===== config.mk =====
export PLATFORM = sky130hd
export DESIGN_NAME = midi_note_to_psg_register_writes
export DESIGN_NICKNAME = d
export VERILOG_FILES = /design/src/hdl/mntp_pkg.sv /design/src/hdl/mntp_front.sv /design/src/hdl/mntp_fifo.sv /design/src/hdl/mntp_back.sv /design/src/hdl/midi_note_to_psg_register_writes.sv
export SDC_FILE = /design/constraint.sdc
export NUM_CORES = 1
export LEC_CHECK = 0
export ABC_AREA = 1
export BUFFER_PORTS_ARGS = -buffer_cell sky130_fd_sc_hd__buf_2
export CORE_UTILIZATION = 35
export DETAILED_ROUTE_END_ITERATION = 12
export GPL_TIMING_DRIVEN = 0
export PLACE_DENSITY_LB_ADDON = 0.15
export SLEW_MARGIN = 10
export SYNTH_ARGS = -nofsm -noshare
export SYNTH_HDL_FRONTEND = slang
export SYNTH_SLANG_ARGS = --single-unit

===== constraint.sdc =====
create_clock -name clk -period 3.1 [get_ports clk]
set_input_delay 0.775 -clock clk [delete_from_list [all_inputs] [get_ports clk]]
set_output_delay 0.775 -clock clk [all_outputs]
set_load 0.02 [all_outputs]

===== src/hdl/mntp_pkg.sv =====
// Shared types, codes and note lookup tables for the note to register-write block.
package mntp_pkg;

  localparam logic [1:0] OP_ON  = 2'd0;
  localparam logic [1:0] OP_OFF = 2'd1;

  localparam logic [1:0] VOICE_PULSE0 = 2'd0;
  localparam logic [1:0] VOICE_PULSE1 = 2'd1;
  localparam logic [1:0] VOICE_WAVE   = 2'd2;
  localparam logic [1:0] VOICE_NOISE  = 2'd3;

  localparam int IN_W   = 32;
  localparam int OUT_W  = 16;
  localparam int FIFO_DEPTH = 2;

  localparam logic [127:0] SCALE_E18 = 128'd1000000000000000000;

  typedef logic [63:0] root_t [12];
  localparam root_t SEMITONE_ROOT = '{
    64'd1000000000000000000, 64'd1059463094359295265, 64'd1122462048309372981,
    64'd1189207115002721067, 64'd1259921049894873165, 64'd1334839854170034365,
    64'd1414213562373095049, 64'd1498307076876681499, 64'd1587401051968199475,
    64'd1681792830507429086, 64'd1781797436280678610, 64'd1887748625363386993};

  // Noise divisor per ratio code: 105 / odd part, and its power-of-two part.
  typedef int ratio_t [8];
  localparam ratio_t NOISE_MUL = '{105, 105, 105, 35, 105, 21, 35, 15};
  localparam ratio_t NOISE_SH  = '{3, 4, 5, 4, 6, 4, 5, 4};

  typedef logic [10:0] period_rom_t [256];
  typedef logic [7:0]  noise_rom_t  [256];
  typedef logic [3:0]  vol_rom_t    [256];

  typedef struct packed {
    logic [1:0]  voice;
    logic        silence;
    logic [3:0]  vol;
    logic [10:0] code;
  } cmd_t;

  typedef struct packed {
    logic [5:0] offset;
    logic [7:0] data;
    logic       last;
  } wr_t;

  function automatic logic [10:0] period_code(int note, logic [127:0] numer);
    int e;
    int qq;
    int k;
    logic [127:0] num;
    logic [127:0] den;
    logic [127:0] n2;
    logic [127:0] d2;
    logic [127:0] rem;
    logic [127:0] quo;
    e = note + 3;
    qq = e / 12 - 6;
    k = e % 12;
    num = numer * SCALE_E18;
    den = 128'd55 * {64'd0, SEMITONE_ROOT[k]};
    if (qq < 0) begin
      num = num << (-qq);
    end else begin
      den = den << qq;
    end
    n2 = (num << 1) + den;
    d2 = den << 1;
    rem = '0;
    quo = '0;
    for (int i = 127; i >= 0; i--) begin
      rem = {rem[126:0], n2[i]};
      if (rem >= d2) begin
        rem = rem - d2;
        quo[i] = 1'b1;
      end
    end
    if (quo >= 128'd2048) return 11'd0;
    if (quo == 128'd0) return 11'd2047;
    return 11'(128'd2048 - quo);
  endfunction

  function automatic logic [7:0] noise_code(int note);
    int e;
    logic [127:0] ft;
    logic [127:0] nf;
    logic [127:0] diff;
    logic [127:0] best_diff;
    logic [7:0]   best;
    logic         have;
    e = note + 3;
    ft = (128'd46200 * {64'd0, SEMITONE_ROOT[e % 12]}) << (e / 12);
    best_diff = '0;
    best = '0;
    have = 1'b0;
    for (int s = 0; s < 14; s++) begin
      for (int r = 0; r < 8; r++) begin
        nf = (SCALE_E18 * 128'(NOISE_MUL[r])) << (28 - s - NOISE_SH[r]);
        diff = (ft < nf) ? nf - ft : ft - nf;
        if (!have || diff < best_diff) begin
          have = 1'b1;
          best_diff = diff;
          best = 8'((s << 4) | r);
        end
      end
    end
    return best;
  endfunction

  function automatic period_rom_t build_period_rom(logic [127:0] numer);
    period_rom_t rom;
    for (int n = 0; n < 256; n++) begin
      rom[n] = period_code(n, numer);
    end
    return rom;
  endfunction

  function automatic noise_rom_t build_noise_rom();
    noise_rom_t rom;
    for (int n = 0; n < 256; n++) begin
      rom[n] = noise_code(n);
    end
    return rom;
  endfunction

  function automatic vol_rom_t build_vol_rom();
    vol_rom_t rom;
    int t;
    for (int v = 0; v < 256; v++) begin
      t = v * 15 / 127;
      if (t < 1) t = 1;
      if (t > 15) t = 15;
      rom[v] = 4'(t);
    end
    return rom;
  endfunction

  localparam period_rom_t PULSE_ROM = build_period_rom(128'd16384);
  localparam period_rom_t WAVE_ROM  = build_period_rom(128'd8192);
  localparam noise_rom_t  NOISE_ROM = build_noise_rom();
  localparam vol_rom_t    VOL_ROM   = build_vol_rom();

endpackage


===== src/hdl/mntp_front.sv =====
// Command intake: decode, look up period/noise code and volume, queue the command.
module mntp_front (
  input  logic                      clk,
  input  logic                      rst,
  input  logic                      s_tvalid,
  output logic                      s_tready,
  input  logic [mntp_pkg::IN_W-1:0] s_tdata,
  input  logic                      q_full,
  output logic                      q_push,
  output mntp_pkg::cmd_t            q_cmd
);
  import mntp_pkg::*;

  logic [1:0] op;
  logic [1:0] voice;
  logic [7:0] note;
  logic [7:0] velocity;
  logic       has_note_args;
  logic       accept;

  assign op            = s_tdata[1:0];
  assign voice         = s_tdata[3:2];
  assign note          = s_tdata[17:10];
  assign velocity      = s_tdata[25:18];
  assign has_note_args = s_tdata[26];

  assign s_tready = !q_full;
  assign accept   = s_tvalid && s_tready;
  assign q_push   = accept && (op == OP_OFF || (op == OP_ON && has_note_args));

  always_comb begin
    q_cmd.voice   = voice;
    q_cmd.silence = (op == OP_OFF) || (velocity == 8'd0);
    q_cmd.vol     = VOL_ROM[velocity];
    case (voice)
      VOICE_NOISE: q_cmd.code = {3'd0, NOISE_ROM[note]};
      VOICE_WAVE:  q_cmd.code = WAVE_ROM[note];
      default:     q_cmd.code = PULSE_ROM[note];
    endcase
  end

  logic unused_ok;
  assign unused_ok = &{1'b0, clk, rst, s_tdata[9:4], s_tdata[31:27]};

endmodule


===== src/hdl/mntp_fifo.sv =====
// Two-entry command queue between intake and write sequencer.
module mntp_fifo (
  input  logic           clk,
  input  logic           rst,
  input  logic           push,
  input  mntp_pkg::cmd_t push_cmd,
  output logic           full,
  input  logic           pop,
  output logic           head_valid,
  output mntp_pkg::cmd_t head_cmd
);
  import mntp_pkg::*;

  cmd_t       mem [FIFO_DEPTH];
  logic       wr_ptr;
  logic       rd_ptr;
  logic [1:0] count;

  assign full       = (count == 2'(FIFO_DEPTH));
  assign head_valid = (count != 2'd0);
  assign head_cmd   = mem[rd_ptr];

  always_ff @(posedge clk) begin
    if (push) mem[wr_ptr] <= push_cmd;
    if (rst) begin
      wr_ptr <= 1'b0;
      rd_ptr <= 1'b0;
      count  <= 2'd0;
    end else begin
      if (push) wr_ptr <= !wr_ptr;
      if (pop)  rd_ptr <= !rd_ptr;
      count <= count + 2'(push) - 2'(pop);
    end
  end

endmodule


===== src/hdl/mntp_back.sv =====
// Write sequencer: expand the queued command into register writes.
module mntp_back (
  input  logic                       clk,
  input  logic                       rst,
  input  logic                       head_valid,
  input  mntp_pkg::cmd_t             head_cmd,
  output logic                       pop,
  output logic                       m_tvalid,
  input  logic                       m_tready,
  output logic [mntp_pkg::OUT_W-1:0] m_tdata,
  output logic                       m_tlast
);
  import mntp_pkg::*;

  logic [2:0] idx;
  logic       advance;
  wr_t        wr;
  logic [7:0] lo;
  logic [7:0] hi;
  logic [7:0] volb;
  logic [5:0] base;

  assign lo   = head_cmd.code[7:0];
  assign hi   = {5'b10000, head_cmd.code[10:8]};
  assign volb = {head_cmd.vol, 4'd0};
  assign base = (head_cmd.voice == VOICE_PULSE0) ? 6'h01 : 6'h06;

  always_comb begin
    wr = '{offset: 6'h00, data: 8'h00, last: 1'b1};
    if (head_cmd.silence) begin
      case (head_cmd.voice)
        VOICE_PULSE0: wr = (idx == 3'd0) ? wr_t'{6'h02, 8'h00, 1'b0} : wr_t'{6'h04, 8'h80, 1'b1};
        VOICE_PULSE1: wr = (idx == 3'd0) ? wr_t'{6'h07, 8'h00, 1'b0} : wr_t'{6'h09, 8'h80, 1'b1};
        VOICE_WAVE:   wr = '{6'h0A, 8'h00, 1'b1};
        default:      wr = (idx == 3'd0) ? wr_t'{6'h11, 8'h00, 1'b0} : wr_t'{6'h13, 8'h80, 1'b1};
      endcase
    end else begin
      case (head_cmd.voice)
        VOICE_WAVE: begin
          case (idx)
            3'd0:    wr = '{6'h0A, 8'h80, 1'b0};
            3'd1:    wr = '{6'h0B, 8'hFF, 1'b0};
            3'd2:    wr = '{6'h0C, 8'h20, 1'b0};
            3'd3:    wr = '{6'h0D, lo, 1'b0};
            default: wr = '{6'h0E, hi, 1'b1};
          endcase
        end
        VOICE_NOISE: begin
          case (idx)
            3'd0:    wr = '{6'h10, 8'h00, 1'b0};
            3'd1:    wr = '{6'h11, volb, 1'b0};
            3'd2:    wr = '{6'h12, lo, 1'b0};
            default: wr = '{6'h13, 8'h80, 1'b1};
          endcase
        end
        default: begin
          case (idx)
            3'd0:    wr = '{base, 8'h80, 1'b0};
            3'd1:    wr = '{base + 6'd1, volb, 1'b0};
            3'd2:    wr = '{base + 6'd2, lo, 1'b0};
            default: wr = '{base + 6'd3, hi, 1'b1};
          endcase
        end
      endcase
    end
  end

  assign advance = head_valid && (!m_tvalid || m_tready);
  assign pop     = advance && wr.last;

  always_ff @(posedge clk) begin
    if (advance) begin
      m_tdata <= {2'd0, wr.data, wr.offset};
      m_tlast <= wr.last;
    end
    if (rst) begin
      m_tvalid <= 1'b0;
      idx      <= 3'd0;
    end else begin
      if (advance) m_tvalid <= 1'b1;
      else if (m_tready) m_tvalid <= 1'b0;
      if (pop) idx <= 3'd0;
      else if (advance) idx <= idx + 3'd1;
    end
  end

  a_idx_range: assert property (@(posedge clk) disable iff (rst) idx <= 3'd4)
    else $error("write index out of range");
  a_pop_valid: assert property (@(posedge clk) disable iff (rst) pop |-> head_valid)
    else $error("pop from empty queue");
  a_idx_clear: assert property (@(posedge clk) disable iff (rst) pop |=> idx == 3'd0)
    else $error("index not cleared after run");
  a_last_out: assert property (@(posedge clk) disable iff (rst) pop |=> m_tvalid && m_tlast)
    else $error("run end not marked");

endmodule


===== src/hdl/midi_note_to_psg_register_writes.sv =====
// Top level: note commands in, sound-chip register writes out.
//  channel | dir | tdata (low bit up)                               | tuser/tlast
//  s_*     | in  | op[1:0] channel_byte[9:2] note[17:10]           | -
//          |     | velocity[25:18] has_note_args[26]                |
//  m_*     | out | reg_offset[5:0] reg_data[13:6]                   | tlast = last_write
// A command is taken when the queue has room; the single write sequencer emits one write per
// cycle while m_tready allows, up to 5 writes per command. Two commands queue between intake and sequencer.
// Reset clears the queue and the output valid. s_tready drops only when the queue is full.
module midi_note_to_psg_register_writes (
  input  logic        clk,
  input  logic        rst,
  input  logic        s_tvalid,
  output logic        s_tready,
  input  logic [31:0] s_tdata,   // op, channel_byte, note, velocity, has_note_args
  output logic        m_tvalid,
  input  logic        m_tready,
  output logic [15:0] m_tdata,   // reg_offset, reg_data
  output logic        m_tlast
);
  import mntp_pkg::*;

  logic q_full;
  logic q_push;
  cmd_t q_cmd;
  logic pop;
  logic head_valid;
  cmd_t head_cmd;

  mntp_front u_front (
    .clk(clk), .rst(rst), .s_tvalid(s_tvalid), .s_tready(s_tready), .s_tdata(s_tdata),
    .q_full(q_full), .q_push(q_push), .q_cmd(q_cmd)
  );

  mntp_fifo u_fifo (
    .clk(clk), .rst(rst), .push(q_push), .push_cmd(q_cmd), .full(q_full),
    .pop(pop), .head_valid(head_valid), .head_cmd(head_cmd)
  );

  mntp_back u_back (
    .clk(clk), .rst(rst), .head_valid(head_valid), .head_cmd(head_cmd), .pop(pop),
    .m_tvalid(m_tvalid), .m_tready(m_tready), .m_tdata(m_tdata), .m_tlast(m_tlast)
  );

endmodule


==> impl_table.tex, run 1 <==
\begin{tabular}{lr}
\hline
Metric & Value \\
\hline
\multicolumn{2}{l}{\textbf{Placement}} \\
\quad Count of input and output buffers & 36 \\
\quad Final weighted congestion of routability-driven global placement & 0.988 \\
\quad Instance area after placement & 6050 µm² \\
\quad Total half-perimeter wirelength after legalization and detailed placement & 15300 µm \\
\multicolumn{2}{l}{\textbf{Logic synthesis}} \\
\quad Proportion of synthesized flip-flops having asynchronous set or reset & 0\% \\
\quad Sequential area share after synthesis & 30.2\% \\
\quad Main flop type after synthesis & sky130\_fd\_sc\_hd\_\_edfxtp\_1 \\
\quad Cell area after synthesis & 5570 µm² \\
\quad Gate count after technology mapping & 865 \\
\quad Number of enable flip-flop cells after synthesis & 50 \\
\quad Mean post-synth cell area & 6.44 µm² \\
\quad Yosys warning count & 0 \\
\quad Number of different library cells in the post-synthesis netlist & 44 \\
\quad Number of flip-flops and latches in the synthesized netlist & 59 \\
\multicolumn{2}{l}{\textbf{Clock tree}} \\
\quad Post-CTS Hold Buffers & 0 \\
\quad Clk\_lat worst skew & 0.33 ns \\
\quad Clock-pin slew of the registers on the worst-case setup and hold paths & 0.05 ns \\
\quad Clock tree buffer depth & 2 \\
\quad \# H-tree levels & 3 \\
\quad Number of buffers inserted during clock tree synthesis & 9 \\
\quad Post-CTS sizing & 0 \\
\quad TritonCTS Sinks & 59 \\
\quad Clk Tree Root Cell & sky130\_fd\_sc\_hd\_\_clkbuf\_16 \\
\quad Number of setup buffers added after CTS & 0 \\
\quad Clock tree from TritonCTS & done \\
\multicolumn{2}{l}{\textbf{Worst setup path}} \\
\quad Worst setup SP type & input pin \\
\quad Peak fanout along the critical path & 12 \\
\quad Launch point of the critical path & s\_tdata[11] \\
\quad Required arrival time at the worst endpoint & 3.18 ns \\
\quad Worst Path Class, Setup & in2reg \\
\quad Worst Path Arrival & 3.02 ns \\
\quad Source of the worst register-to-register timing path & u\_back.idx[0]\$\_SDFFE\_PP0P\_ \\
\quad Critical Path Sink Type & register \\
\multicolumn{2}{l}{\textbf{Hold path}} \\
\quad Tightest Hold Check Type & reg2reg \\
\quad Hold path start & u\_fifo.count[1]\$\_SDFF\_PP0\_ \\
\multicolumn{2}{l}{\textbf{Global routing}} \\
\quad Overall Global Routing Usage & 25.2\% \\
\quad Vias in the first global route & 5845 \\
\quad Maximum number of pins on one net before global-route repair & 20 \\
\quad Total grt overflow & 0 \\
\quad Global-route wire length before repair & 31600 µm \\
\quad Number of antenna violations at the first check in global routing & 0 \\
\multicolumn{2}{l}{\textbf{Drt}} \\
\quad Post-route antenna net violation count & 0 \\
\quad Total vias in the final route & 6325 \\
\quad First drt pass iteration count & 6 \\
\quad Iteration-0 DRC count of the detailed router & 816 \\
\quad DRC violation count after routing & 0 \\
\quad Drt via density & 5.59 \\
\quad Wire length per cell after detailed routing & 17.8 µm \\
\quad Detailed Route WL & 20200 µm \\
\multicolumn{2}{l}{\textbf{Die}} \\
\quad Starting density of the core & 36.2\% \\
\quad Total Die Area & 16400 µm² \\
\quad \# rows & 45 \\
\quad Placeable core region & 15400 µm² \\
\quad Die H & 128 µm \\
\quad IO Count & 55 \\
\quad Die extent in x & 128 µm \\
\multicolumn{2}{l}{\textbf{Timing}} \\
\quad Maximum operating frequency & 340 MHz \\
\quad Crit share post-route & 94.8\% \\
\quad Minimum period implied by the final worst setup slack & 2.94 ns \\
\quad Number of hold violations in the final report & 0 \\
\quad Max\_slew headroom & 34.5\% \\
\quad Actual transition at the worst max-transition pin & 0.978 ns \\
\quad Final setup violation count & 0 \\
\quad Total count of max-transition violations in the final report & 0 \\
\quad Clock skew after layout & 0.00619 ns \\
\quad RSZ-0062 raised after global routing & false \\
\quad Final-layout worst hold slack & 0.477 ns \\
\multicolumn{2}{l}{\textbf{Flow run}} \\
\quad \# Max-Cap Violations & 0 \\
\multicolumn{2}{l}{\textbf{Pwr}} \\
\quad Peak supply drop & 0.340 mV \\
\quad Leakage component of the power & 3.01 nW \\
\quad Power per unit of standard cell area & 603 nW/µm² \\
\multicolumn{2}{l}{\textbf{Cells and area}} \\
\quad NumNets Final & 971 \\
\quad Diode insertion count for antenna repair & 0 \\
\quad Post-synthesis to final-layout area growth & 14.9\% \\
\quad Non-Filler Cell Area, Final & 6400 µm² \\
\quad Share of post-route cells with drive strength above 1 & 14.2\% \\
\multicolumn{2}{l}{\textbf{Outcome}} \\
\quad Run status & finished, final reports clean \\
\hline
\end{tabular}
==> cell usage in the layout, fill, tap and decap left out, types with 11 or more instances in the layout <==
| master | synthesis | final |
|---|---|---|
| sky130_fd_sc_hd__ha_1 | 19 | 19 |
| sky130_fd_sc_hd__buf_2 | 18 | 54 |
| sky130_fd_sc_hd__a21oi_1 | 40 | 40 |
| sky130_fd_sc_hd__nand2_1 | 295 | 295 |
| sky130_fd_sc_hd__inv_1 | 81 | 81 |
| sky130_fd_sc_hd__nand3_1 | 102 | 102 |
| sky130_fd_sc_hd__o21ai_0 | 67 | 67 |
| sky130_fd_sc_hd__edfxtp_1 | 50 | 50 |
| sky130_fd_sc_hd__nand2_2 | 11 | 11 |
| sky130_fd_sc_hd__nor2_1 | 69 | 67 |
==> cell usage after synthesis, types with 5 or more instances <==
| cell | number | share of area [%] |
|---|---|---|
| sky130_fd_sc_hd__o21ai_1 | 6 | 0.54 |
| sky130_fd_sc_hd__nand3_1 | 102 | 9.2 |
| sky130_fd_sc_hd__a21oi_1 | 40 | 3.6 |
| sky130_fd_sc_hd__inv_1 | 81 | 5.5 |
| sky130_fd_sc_hd__edfxtp_1 | 50 | 27 |
| sky130_fd_sc_hd__nor2_1 | 69 | 4.7 |
| sky130_fd_sc_hd__o211ai_1 | 9 | 1.2 |
| sky130_fd_sc_hd__nand2_4 | 6 | 1.2 |
| sky130_fd_sc_hd__dfxtp_1 | 9 | 3.2 |
| sky130_fd_sc_hd__nand2_1 | 295 | 20 |
| sky130_fd_sc_hd__mux2i_1 | 6 | 1.1 |
| sky130_fd_sc_hd__nand2_2 | 11 | 1.2 |
| sky130_fd_sc_hd__nor2_2 | 5 | 0.56 |
| sky130_fd_sc_hd__buf_2 | 18 | 1.6 |
| sky130_fd_sc_hd__clkbuf_1 | 5 | 0.34 |
| sky130_fd_sc_hd__o21ai_0 | 67 | 6.0 |
| sky130_fd_sc_hd__ha_1 | 19 | 4.3 |
| sky130_fd_sc_hd__buf_4 | 8 | 1.1 |
| sky130_fd_sc_hd__inv_2 | 7 | 0.47 |
==> routing by layer <==
| metal | wire length, µm | track usage [%] |
|---|---|---|
| met1 | 8520 | 33.8 |
| met2 | 8640 | 38.7 |
| met4 | 940 | 11.5 |
| met3 | 2050 | 5.30 |
| met5 | 0 | 0 |
==> final timing paths <==
path | endpoint | slack, ns | cells after the start
setup / recovery | u_fifo.mem[1][3]$_DFFE_PP_ | 0.16 | 13
hold / removal | u_fifo.count[1]$_SDFF_PP0_ | 0.48 | 1
setup reg to reg | u_fifo.count[1]$_SDFF_PP0_ | 0.61 | 17
hold reg to reg | u_fifo.count[1]$_SDFF_PP0_ | 0.48 | 1
==> power breakdown <==
part | internal [mW] | switching (mW) | leakage (nW)
logic | 0.479 | 1.11 | 2.31
clock network | 0.782 | 0.346 | 0.167
registers | 1.09 | 0.0469 | 0.533
==> flip-flops by register name (all words and copies together) (netlist names), named ones only <==
register,cells
u_fifo.mem,36
u_back.m_tvalid,1
u_back.idx,3
u_fifo.wr_ptr,1
u_fifo.count,2
u_fifo.rd_ptr,1
u_back.m_tdata,13
u_back.m_tlast,1
==> cell type report <==
cell class                 instances  area, µm²
fill                            1679       8970
multi-input combinational        682       3340
sequential                        59       1680
inverter                          90        339
tap                              211        264
clock buffer                       9        225
buffer                            36        218
timing repair buffer              38        210
clock inverter                     7        116
==> per-stage QoR <==
step / setup slack, ns / power (mW) / setup TNS, ns / utilization (%) / cells
after CTS: 0.256 / 3.86 / 0 / 41.6 / 1132
after floorplan: 0.829 / 2.29 / 0 / - / 867
after global placement: -0.194 / 2.72 / -7.03 / 39.2 / 1114
after global routing: 0.0872 / 4.08 / 0 / 41.6 / 1132
after detailed placement: -0.0658 / 2.72 / -0.235 / 39.4 / 1116
final: 0.160 / 3.86 / 0 / 41.6 / 1132
==> worst max-delay path: stages <==
cell,delay (ns)
sky130_fd_sc_hd__buf_2,0.18
sky130_fd_sc_hd__inv_1,0.31
sky130_fd_sc_hd__ha_1,0.36
sky130_fd_sc_hd__inv_1,0.09
sky130_fd_sc_hd__nand2_1,0.29
sky130_fd_sc_hd__nand2_1,0.23
sky130_fd_sc_hd__o21a_1,0.25
sky130_fd_sc_hd__nand2_1,0.06
sky130_fd_sc_hd__nor2_1,0.07
sky130_fd_sc_hd__nor2_1,0.15
sky130_fd_sc_hd__nand3_1,0.11
sky130_fd_sc_hd__nand2_1,0.08
sky130_fd_sc_hd__nand2_1,0.07
==> cell families (layout without fill, tap and decap cells) <==
kind of cell	Yosys count	in the layout	share of synthesized area [%]
simple gates	507	507	39.0
compound gates	146	146	15.2
buf+inv	126	180	10.0
flops	59	59	30.2
fa+ha+maj	19	19	4.27
mux	6	6	1.08
other cells	1	3	0.0674
xor+xnor	1	1	0.157
Power figures use the tool's default switching activity.
==> run 2, diff against run 1 <==
--- a/config.mk
+++ b/config.mk
@@ -6,12 +6,13 @@
 export NUM_CORES = 1
 export LEC_CHECK = 0
 export ABC_AREA = 1
-export BUFFER_PORTS_ARGS = -buffer_cell sky130_fd_sc_hd__buf_2
 export CORE_UTILIZATION = 35
 export DETAILED_ROUTE_END_ITERATION = 12
+export DONT_BUFFER_PORTS = 1
 export GPL_TIMING_DRIVEN = 0
 export PLACE_DENSITY_LB_ADDON = 0.15
 export SLEW_MARGIN = 10
 export SYNTH_ARGS = -nofsm -noshare
 export SYNTH_HDL_FRONTEND = slang
+export SYNTH_HIERARCHICAL = 1
 export SYNTH_SLANG_ARGS = --single-unit
==> run 2 against run 1 <==
Net effect:
- critical endpoint is now u_fifo/mem[1][3]$_DFFE_PP_
- clock-buffer cell count increased by 5
- largest cell class unchanged
- largest power group unchanged
- maximum frequency increased by 8.1%
- cell count unchanged
- total power increased by 1.4%
- die area increased by 4.5%
==> impl_table.tex, run 2 <==
\begin{tabular}{lr}
\hline
Metric & Value \\
\hline
\multicolumn{2}{l}{\textbf{Placement}} \\
\quad Final weighted congestion of routability-driven global placement & 1.02 (was 0.988) \\
\quad Placed Cells & 1116 (unchanged) \\
\quad Total half-perimeter wirelength after legalization and detailed placement & 16000 µm (was 15300 µm) \\
\quad Post-placement setup slack & 0.158 ns (was -0.0658 ns) \\
\quad Count of input and output buffers & 0 (was 36) \\
\multicolumn{2}{l}{\textbf{Timing}} \\
\quad Total count of max-transition violations in the final report & 0 (unchanged) \\
\quad Crit share post-route & 87.8\% (was 94.8\%) \\
\quad Max\_slew headroom & 45.7\% (was 34.5\%) \\
\quad Final setup violation count & 0 (unchanged) \\
\quad Maximum operating frequency & 368 MHz (was 340 MHz) \\
\quad Number of hold violations in the final report & 0 (unchanged) \\
\quad TNS Setup & 0 ns (unchanged) \\
\quad RSZ-0062 raised after global routing & false (unchanged) \\
\quad Worst Setup Slack, final & 0.379 ns (was 0.160 ns) \\
\quad Minimum period implied by the final worst setup slack & 2.72 ns (was 2.94 ns) \\
\quad Clock skew after layout & 0.00690 ns (was 0.00619 ns) \\
\quad Actual transition at the worst max-transition pin & 0.814 ns (was 0.978 ns) \\
\multicolumn{2}{l}{\textbf{Logic synthesis}} \\
\quad Number of different library cells in the post-synthesis netlist & 44 (unchanged) \\
\quad Gate count after technology mapping & 897 (was 865) \\
\quad Sequential area share after synthesis & 28.9\% (was 30.2\%) \\
\quad Yosys warning count & 6 (was 0) \\
\quad Most common library cells after synthesis & sky130\_fd\_sc\_hd\_\_nand2\_1, sky130\_fd\_sc\_hd\_\_nand3\_1, sky130\_fd\_sc\_hd\_\_inv\_1 (unchanged) \\
\quad Number of flip-flops and latches in the synthesized netlist & 59 (unchanged) \\
\quad Mean post-synth cell area & 6.49 µm² (was 6.44 µm²) \\
\quad Proportion of synthesized flip-flops having asynchronous set or reset & 0\% (unchanged) \\
\quad Area fraction of the dominant cell type after synthesis & 25.8\% (was 27.0\%) \\
\quad Cell area after synthesis & 5820 µm² (was 5570 µm²) \\
\quad Most frequent cell after synthesis & sky130\_fd\_sc\_hd\_\_nand2\_1 (unchanged) \\
\quad Number of enable flip-flop cells after synthesis & 50 (unchanged) \\
\quad Main flop type after synthesis & sky130\_fd\_sc\_hd\_\_edfxtp\_1 (unchanged) \\
\quad Cells taking the most area after synthesis & sky130\_fd\_sc\_hd\_\_edfxtp\_1, sky130\_fd\_sc\_hd\_\_nand2\_1, sky130\_fd\_sc\_hd\_\_nand3\_1, sky130\_fd\_sc\_hd\_\_o21ai\_0, sky130\_fd\_sc\_hd\_\_inv\_1 (unchanged) \\
\quad Library cell with the largest summed area after synthesis & sky130\_fd\_sc\_hd\_\_edfxtp\_1 (unchanged) \\
\multicolumn{2}{l}{\textbf{Cells and area}} \\
\quad Area of the multi-input gates & 3480 µm² (was 3340 µm²) \\
\quad NumNets Final & 967 (was 971) \\
\quad Fill cell instance count of the final layout & 1731 (was 1679) \\
\quad Final cell count without fillers & 1132 (unchanged) \\
\quad Largest registers & u\_fifo/mem (36), u\_back/m\_tdata (13), u\_back/idx (3) (was u\_fifo.mem (36), u\_back.m\_tdata (13), u\_back.idx (3)) \\
\quad Most frequent standard cell in the layout excluding fill and tap cells & sky130\_fd\_sc\_hd\_\_nand2\_1 (unchanged) \\
\quad Diode insertion count for antenna repair & 0 (unchanged) \\
\quad Share of post-route cells with drive strength above 1 & 10.8\% (was 14.2\%) \\
\quad Sequential cell area & 1680 µm² (unchanged) \\
\quad Post-synthesis to final-layout area growth & 10.4\% (was 14.9\%) \\
\quad Top library cells by usage in the layout, fill and taps aside & sky130\_fd\_sc\_hd\_\_nand2\_1, sky130\_fd\_sc\_hd\_\_nand3\_1, sky130\_fd\_sc\_hd\_\_inv\_1, sky130\_fd\_sc\_hd\_\_o21ai\_0, sky130\_fd\_sc\_hd\_\_nor2\_1 (was sky130\_fd\_sc\_hd\_\_nand2\_1, sky130\_fd\_sc\_hd\_\_nand3\_1, sky130\_fd\_sc\_hd\_\_inv\_1, sky130\_fd\_sc\_hd\_\_nor2\_1, sky130\_fd\_sc\_hd\_\_o21ai\_0) \\
\quad Register with the most flip-flops & u\_fifo/mem (was u\_fifo.mem) \\
\quad Number of flip-flops under the largest register name & 36 (unchanged) \\
\multicolumn{2}{l}{\textbf{Clock tree}} \\
\quad Clock tree from TritonCTS & done (unchanged) \\
\quad Clock-pin slew of the registers on the worst-case setup and hold paths & 0.05 ns (about the same) \\
\quad Post-CTS sizing & 0 (unchanged) \\
\quad Clk Tree Root Cell & sky130\_fd\_sc\_hd\_\_clkbuf\_16 (unchanged) \\
\quad Clock tree buffer depth & 2 (unchanged) \\
\quad TritonCTS Sinks & 59 (unchanged) \\
\quad Clk\_lat worst skew & 0.32 ns (was 0.33 ns) \\
\quad Number of setup buffers added after CTS & 0 (unchanged) \\
\quad Post-CTS Hold Buffers & 0 (unchanged) \\
\quad \# H-tree levels & 3 (unchanged) \\
\quad Number of buffers inserted during clock tree synthesis & 9 (unchanged) \\
\multicolumn{2}{l}{\textbf{Pwr}} \\
\quad Leakage component of the power & 3.03 nW (was 3.01 nW) \\
\quad Peak supply drop & 0.347 mV (was 0.340 mV) \\
\quad Power per unit of standard cell area & 609 nW/µm² (was 603 nW/µm²) \\
\multicolumn{2}{l}{\textbf{Worst setup path}} \\
\quad Crit path capture & u\_fifo/mem[1][3]\$\_DFFE\_PP\_ (was u\_fifo.mem[1][3]\$\_DFFE\_PP\_) \\
\quad Peak fanout along the critical path & 14 (was 12) \\
\quad Cells on worst reg2reg path & 15 (was 17) \\
\quad Worst Path Arrival & 2.78 ns (was 3.02 ns) \\
\quad Required arrival time at the worst endpoint & 3.16 ns (was 3.18 ns) \\
\quad Reg2Reg Capture Point & u\_fifo/count[1]\$\_SDFF\_PP0\_ (was u\_fifo.count[1]\$\_SDFF\_PP0\_) \\
\quad Flop2flop setup slack & 0.62 ns (was 0.61 ns) \\
\quad Critical Path Sink Type & register (unchanged) \\
\quad Worst setup SP type & input pin (unchanged) \\
\quad Launch point of the critical path & s\_tdata[11] (unchanged) \\
\quad Worst Path Class, Setup & in2reg (unchanged) \\
\multicolumn{2}{l}{\textbf{Flow run}} \\
\quad \# Max-Cap Violations & 0 (unchanged) \\
\multicolumn{2}{l}{\textbf{Global routing}} \\
\quad Total grt overflow & 0 (unchanged) \\
\quad Global-route wire length before repair & 32000 µm (was 31600 µm) \\
\quad Maximum number of pins on one net before global-route repair & 20 (unchanged) \\
\quad Vias in the first global route & 5772 (was 5845) \\
\quad Overall Global Routing Usage & 25.0\% (was 25.2\%) \\
\quad Number of antenna violations at the first check in global routing & 0 (unchanged) \\
\multicolumn{2}{l}{\textbf{Die}} \\
\quad \# rows & 46 (was 45) \\
\quad Total Die Area & 17100 µm² (was 16400 µm²) \\
\quad Placeable core region & 16100 µm² (was 15400 µm²) \\
\quad Die extent in x & 131 µm (was 128 µm) \\
\quad Starting density of the core & 36.2\% (about the same) \\
\quad Die H & 131 µm (was 128 µm) \\
\quad IO Count & 55 (unchanged) \\
\multicolumn{2}{l}{\textbf{Drt}} \\
\quad Total vias in the final route & 6344 (was 6325) \\
\quad Wire length per cell after detailed routing & 18.5 µm (was 17.8 µm) \\
\quad DRC violation count after routing & 0 (unchanged) \\
\quad First drt pass iteration count & 6 (unchanged) \\
\quad Drt via density & 5.60 (was 5.59) \\
\quad Iteration-0 DRC count of the detailed router & 834 (was 816) \\
\quad Post-route antenna net violation count & 0 (unchanged) \\
\quad Detailed Route WL & 20900 µm (was 20200 µm) \\
\multicolumn{2}{l}{\textbf{Hold path}} \\
\quad Min-Delay Path Depth & 2 (was 1) \\
\quad Tightest Hold Check Type & reg2reg (unchanged) \\
\multicolumn{2}{l}{\textbf{Outcome}} \\
\quad Run status & finished, final reports clean (unchanged) \\
\hline
\end{tabular}
## run 2: changes by cell type after synthesis, sizes merged, moves of 5 or more
cell / delta
a21oi: +7
mux2: +18
buf: +6
nand2: +6
nand3b: +5
nor2: -17
inv: +13
mux2i: -6
## run 2: kinds of logic (layout without fill, tap and decap cells)
| logic type | after synthesis | in the layout | share of synthesized area [%] |
|---|---|---|---|
| AND/OR/NAND/NOR | 506 | 506 | 37.1 |
| XOR/XNOR | 2 | 2 | 0.301 |
| other | 1 | 3 | 0.0644 |
| buffers and inverters | 141 | 158 | 11.4 |
| flip-flops | 59 | 59 | 28.9 |
| adder cells (fa/ha/maj) | 20 | 20 | 4.30 |
| AO/OA/AOI/OAI | 150 | 150 | 13.8 |
| multiplexers | 18 | 18 | 4.13 |
## run 2: final cells by class
cell class                      count  area share (%)
Multi-Input combinational cell    699            54.2
Tap cell                          216            4.21
Buffer                             38            4.28
Clock buffer                       14            4.62
Sequential cell                    59            26.2
Timing Repair Buffer                1           0.234
Clock inverter                      2           0.214
Inverter                          103            6.06
## run 2: critical path, cell delays in order
cell and delay (ns):
sky130_fd_sc_hd__inv_1 0.30, sky130_fd_sc_hd__ha_1 0.38, sky130_fd_sc_hd__inv_2 0.09, sky130_fd_sc_hd__nand2_1 0.09, sky130_fd_sc_hd__buf_4 0.20, sky130_fd_sc_hd__nand2_1 0.18
sky130_fd_sc_hd__inv_1 0.13, sky130_fd_sc_hd__nand3_1 0.09, sky130_fd_sc_hd__nand2_1 0.09, sky130_fd_sc_hd__nor2_1 0.04, sky130_fd_sc_hd__a21oi_1 0.15, sky130_fd_sc_hd__o21ai_1 0.11
sky130_fd_sc_hd__nand2_1 0.07, sky130_fd_sc_hd__nand2_1 0.07
## run 2: routing by layer
layer	global-route usage [%]	share of wire, %	wire [µm]	vias to the layer above
li1	-	-	-	2988
met1	33.3	41	8660	2812
met2	38.4	43	8940	463
met3	5.70	12	2440	81
met4	11.3	4.3	907	0
met5	0	0	0	-
## run 2: through the flow
stage	power (mW)	instance area (µm²)	hold slack, ns	util, %
global placement	2.92	6100	0.498	38.0
floorplan	2.52	5830	0.481	-
finish	3.91	6420	0.508	40.0
detailed placement	2.91	6110	0.503	38.1
global route	4.19	6420	0.500	40.0
CTS	3.92	6420	0.501	40.0
## run 2: how the worst min path moves through the flow
stage	start	endpoint
2_1_floorplan	u_fifo/rd_ptr$_SDFFE_PP0P_	register
3_3_place_gp	u_fifo/rd_ptr$_SDFFE_PP0P_	register
4_1_cts	rst	u_back/m_tvalid$_SDFFE_PP0P_
5_1_grt	rst	u_back/m_tvalid$_SDFFE_PP0P_
6_report	u_fifo/rd_ptr$_SDFFE_PP0P_	u_fifo/rd_ptr$_SDFFE_PP0P_
3_5_place_dp	u_fifo/rd_ptr$_SDFFE_PP0P_	u_fifo/rd_ptr$_SDFFE_PP0P_
## run 2: power by group
group / internal [mW] / leakage [nW] / switching [mW] / total [mW]
logic: 0.565 / 2.35 / 1.09 / 1.66
registers: 1.10 / 0.534 / 0.168 / 1.27
clock network: 0.659 / 0.153 / 0.327 / 0.987
total: 2.32 / 3.03 / 1.59 / 3.91
==> run 3, diff against run 2 <==
--- a/config.mk
+++ b/config.mk
@@ -9,7 +9,6 @@
 export CORE_UTILIZATION = 35
 export DETAILED_ROUTE_END_ITERATION = 12
 export DONT_BUFFER_PORTS = 1
-export GPL_TIMING_DRIVEN = 0
 export PLACE_DENSITY_LB_ADDON = 0.15
 export SLEW_MARGIN = 10
 export SYNTH_ARGS = -nofsm -noshare
==> run 3 against run 2 <==
Net effect:
- setup slack gained 0.20 ns
- sequential share of layout area grew 0.46 points
- non-clock buffer count shrank 16
- largest cell class unchanged
- via count shrank 3.7%
- flip-flop and latch count is the same
- register-to-register slack lost 0.04 ns
- maximum frequency grew 7.7%
- cell count shrank 1.4%
- highest routed layer unchanged
==> impl_table.tex, run 3 (synthesis results as in run 2) <==
\begin{tabular}{lr}
\hline
Metric & Value \\
\hline
\multicolumn{2}{l}{\textbf{Outcome}} \\
\quad Run status & finished, final reports clean (unchanged) \\
\multicolumn{2}{l}{\textbf{Clock tree}} \\
\quad \# H-tree levels & 3 (unchanged) \\
\quad Post-CTS Hold Buffers & 0 (unchanged) \\
\quad Number of buffers inserted during clock tree synthesis & 9 (unchanged) \\
\quad TritonCTS Sinks & 59 (unchanged) \\
\quad Clock-pin slew of the registers on the worst-case setup and hold paths & 0.05 ns (about the same) \\
\quad Clk Tree Root Cell & sky130\_fd\_sc\_hd\_\_clkbuf\_16 (unchanged) \\
\quad Clk\_lat worst skew & 0.32 ns (about the same) \\
\quad Number of setup buffers added after CTS & 0 (unchanged) \\
\quad Clock tree from TritonCTS & done (unchanged) \\
\quad Clock tree buffer depth & 2 (unchanged) \\
\quad Post-CTS sizing & 0 (unchanged) \\
\multicolumn{2}{l}{\textbf{Pwr}} \\
\quad Power per unit of standard cell area & 612 nW/µm² (was 609 nW/µm²) \\
\quad Peak supply drop & 0.317 mV (was 0.347 mV) \\
\quad Leakage component of the power & 2.97 nW (was 3.03 nW) \\
\quad PnR Total Power & 3.86 mW (was 3.91 mW) \\
\multicolumn{2}{l}{\textbf{Global routing}} \\
\quad Vias in the first global route & 5579 (was 5772) \\
\quad Total grt overflow & 0 (unchanged) \\
\quad Number of antenna violations at the first check in global routing & 0 (unchanged) \\
\quad Overall Global Routing Usage & 23.9\% (was 25.0\%) \\
\quad Global-route wire length before repair & 30800 µm (was 32000 µm) \\
\quad Maximum number of pins on one net before global-route repair & 46 (was 20) \\
\multicolumn{2}{l}{\textbf{Timing}} \\
\quad Clock skew after layout & 0.00612 ns (was 0.00690 ns) \\
\quad RSZ-0062 raised after global routing & false (unchanged) \\
\quad Maximum operating frequency & 396 MHz (was 368 MHz) \\
\quad Final setup violation count & 0 (unchanged) \\
\quad Worst Setup Slack, final & 0.575 ns (was 0.379 ns) \\
\quad Minimum period implied by the final worst setup slack & 2.52 ns (was 2.72 ns) \\
\quad Number of hold violations in the final report & 0 (unchanged) \\
\quad TNS Setup & 0 ns (unchanged) \\
\quad Total count of max-transition violations in the final report & 0 (unchanged) \\
\quad Actual transition at the worst max-transition pin & 0.601 ns (was 0.814 ns) \\
\quad Max\_slew headroom & 59.8\% (was 45.7\%) \\
\quad Crit share post-route & 81.4\% (was 87.8\%) \\
\multicolumn{2}{l}{\textbf{Die}} \\
\quad Starting density of the core & 36.2\% (unchanged) \\
\quad Placeable core region & 16100 µm² (unchanged) \\
\quad Die extent in x & 131 µm (unchanged) \\
\quad Total Die Area & 17100 µm² (unchanged) \\
\quad \# rows & 46 (unchanged) \\
\quad IO Count & 55 (unchanged) \\
\quad Die H & 131 µm (unchanged) \\
\multicolumn{2}{l}{\textbf{Drt}} \\
\quad Detailed Route WL & 19700 µm (was 20900 µm) \\
\quad Total vias in the final route & 6109 (was 6344) \\
\quad First drt pass iteration count & 5 (was 6) \\
\quad Post-route antenna net violation count & 0 (unchanged) \\
\quad Iteration-0 DRC count of the detailed router & 703 (was 834) \\
\quad DRC violation count after routing & 0 (unchanged) \\
\quad Wire length per cell after detailed routing & 17.6 µm (was 18.5 µm) \\
\quad Drt via density & 5.47 (was 5.60) \\
\multicolumn{2}{l}{\textbf{Worst setup path}} \\
\quad Flop2flop setup slack & 0.58 ns (was 0.62 ns) \\
\quad Worst Path Arrival & 2.74 ns (was 2.78 ns) \\
\quad Worst Path Class, Setup & reg2reg (was in2reg) \\
\quad Cells on worst reg2reg path & 14 (was 15) \\
\quad Worst setup SP type & register (was input pin) \\
\quad Reg2Reg Capture Point & u\_fifo/count[1]\$\_SDFF\_PP0\_ (unchanged) \\
\quad Required arrival time at the worst endpoint & 3.32 ns (was 3.16 ns) \\
\quad Peak fanout along the critical path & 11 (was 14) \\
\quad Critical Path Sink Type & register (unchanged) \\
\multicolumn{2}{l}{\textbf{Placement}} \\
\quad Count of input and output buffers & 0 (unchanged) \\
\quad Post-placement setup slack & 0.378 ns (was 0.158 ns) \\
\quad Final weighted congestion of routability-driven global placement & 1.03 (was 1.02) \\
\quad Total half-perimeter wirelength after legalization and detailed placement & 14800 µm (was 16000 µm) \\
\quad Placed Cells & 1100 (was 1116) \\
\multicolumn{2}{l}{\textbf{Hold path}} \\
\quad Hold path start & u\_fifo/rd\_ptr\$\_SDFFE\_PP0P\_ (unchanged) \\
\quad Min-Delay Path Depth & 2 (unchanged) \\
\quad Tightest Hold Check Type & reg2reg (unchanged) \\
\multicolumn{2}{l}{\textbf{Cells and area}} \\
\quad Most frequent standard cell in the layout excluding fill and tap cells & sky130\_fd\_sc\_hd\_\_nand2\_1 (unchanged) \\
\quad NumNets Final & 951 (was 967) \\
\quad Share of post-route cells with drive strength above 1 & 9.44\% (was 10.8\%) \\
\quad Top library cells by usage in the layout, fill and taps aside & sky130\_fd\_sc\_hd\_\_nand2\_1, sky130\_fd\_sc\_hd\_\_nand3\_1, sky130\_fd\_sc\_hd\_\_inv\_1, sky130\_fd\_sc\_hd\_\_o21ai\_0, sky130\_fd\_sc\_hd\_\_nor2\_1 (unchanged) \\
\quad Register with the most flip-flops & u\_fifo/mem (unchanged) \\
\quad Final cell count without fillers & 1116 (was 1132) \\
\quad Post-synthesis to final-layout area growth & 8.51\% (was 10.4\%) \\
\quad Number of flip-flops under the largest register name & 36 (unchanged) \\
\quad Diode insertion count for antenna repair & 0 (unchanged) \\
\quad Largest registers & u\_fifo/mem (36), u\_back/m\_tdata (13), u\_back/idx (3) (unchanged) \\
\multicolumn{2}{l}{\textbf{Flow run}} \\
\quad \# Max-Cap Violations & 0 (unchanged) \\
\hline
\end{tabular}
[run 3: cell count changes in the layout (fill, tap and decap cells not counted), moves of 2 or more]
cell	previous run	this run
sky130_fd_sc_hd__buf_6	7	0
sky130_fd_sc_hd__clkbuf_1	3	0
sky130_fd_sc_hd__buf_4	11	23
sky130_fd_sc_hd__buf_2	18	0
sky130_fd_sc_hd__inv_4	1	3
[run 3: worst max-delay path by stage]
stage	slack [ns]	end	depth (start not counted)
floorplan	0.74	u_fifo/mem[0][0]$_DFFE_PP_	4
global placement	0.39	u_fifo/mem[0][5]$_DFFE_PP_	11
detailed placement	0.38	u_fifo/mem[0][1]$_DFFE_PP_	12
CTS	0.57	u_fifo/count[1]$_SDFF_PP0_	14
global route	0.38	u_fifo/count[1]$_SDFF_PP0_	14
finish	0.58	u_fifo/count[1]$_SDFF_PP0_	14
[run 3: metrics by stage]
step	utilization, %	cell area, µm²	hold WS, ns
2_1_floorplan	-	5830	0.481
3_3_place_gp	37.3	5990	0.498
3_5_place_dp	37.3	5990	0.502
4_1_cts	39.3	6310	0.500
5_1_grt	39.3	6310	0.496
6_report	39.3	6310	0.509
[run 3: cell type report]
cell class | count | area (µm²)
clock buffers | 11 | 264
clock inverters | 5 | 56.3
fillers | 1682 | 9740
inverters | 103 | 389
multi-input cells | 699 | 3480
flip-flops and latches | 59 | 1680
well taps | 216 | 270
repair buffers | 23 | 173
[run 3: where the power goes]
part	internal (mW)	leakage (nW)	switching (mW)
clock network	0.692	0.162	0.339
registers	1.10	0.534	0.179
logic	0.534	2.27	1.02
[run 3: critical path, stage by stage (launching register included)]
cell and delay [ns]:
sky130_fd_sc_hd__dfxtp_1 0.45, sky130_fd_sc_hd__mux2_2 0.43, sky130_fd_sc_hd__inv_2 0.18, sky130_fd_sc_hd__nor2_4 0.10, sky130_fd_sc_hd__inv_2 0.18, sky130_fd_sc_hd__nand2_2 0.08
sky130_fd_sc_hd__nand2_1 0.08, sky130_fd_sc_hd__nand2_2 0.07, sky130_fd_sc_hd__nand3_2 0.10, sky130_fd_sc_hd__inv_1 0.08, sky130_fd_sc_hd__ha_1 0.28, sky130_fd_sc_hd__inv_1 0.04
sky130_fd_sc_hd__ha_1 0.18, sky130_fd_sc_hd__a21oi_1 0.12, sky130_fd_sc_hd__nor2_1 0.05
[run 3: metal layers]
layer | GRT usage [%] | vias up | wire length [µm]
li1 | - | 2957 | -
met1 | 31.2 | 2713 | 8340
met2 | 36.7 | 352 | 8480
met3 | 5.82 | 87 | 1910
met4 | 11.8 | 0 | 961
met5 | 0 | - | 0
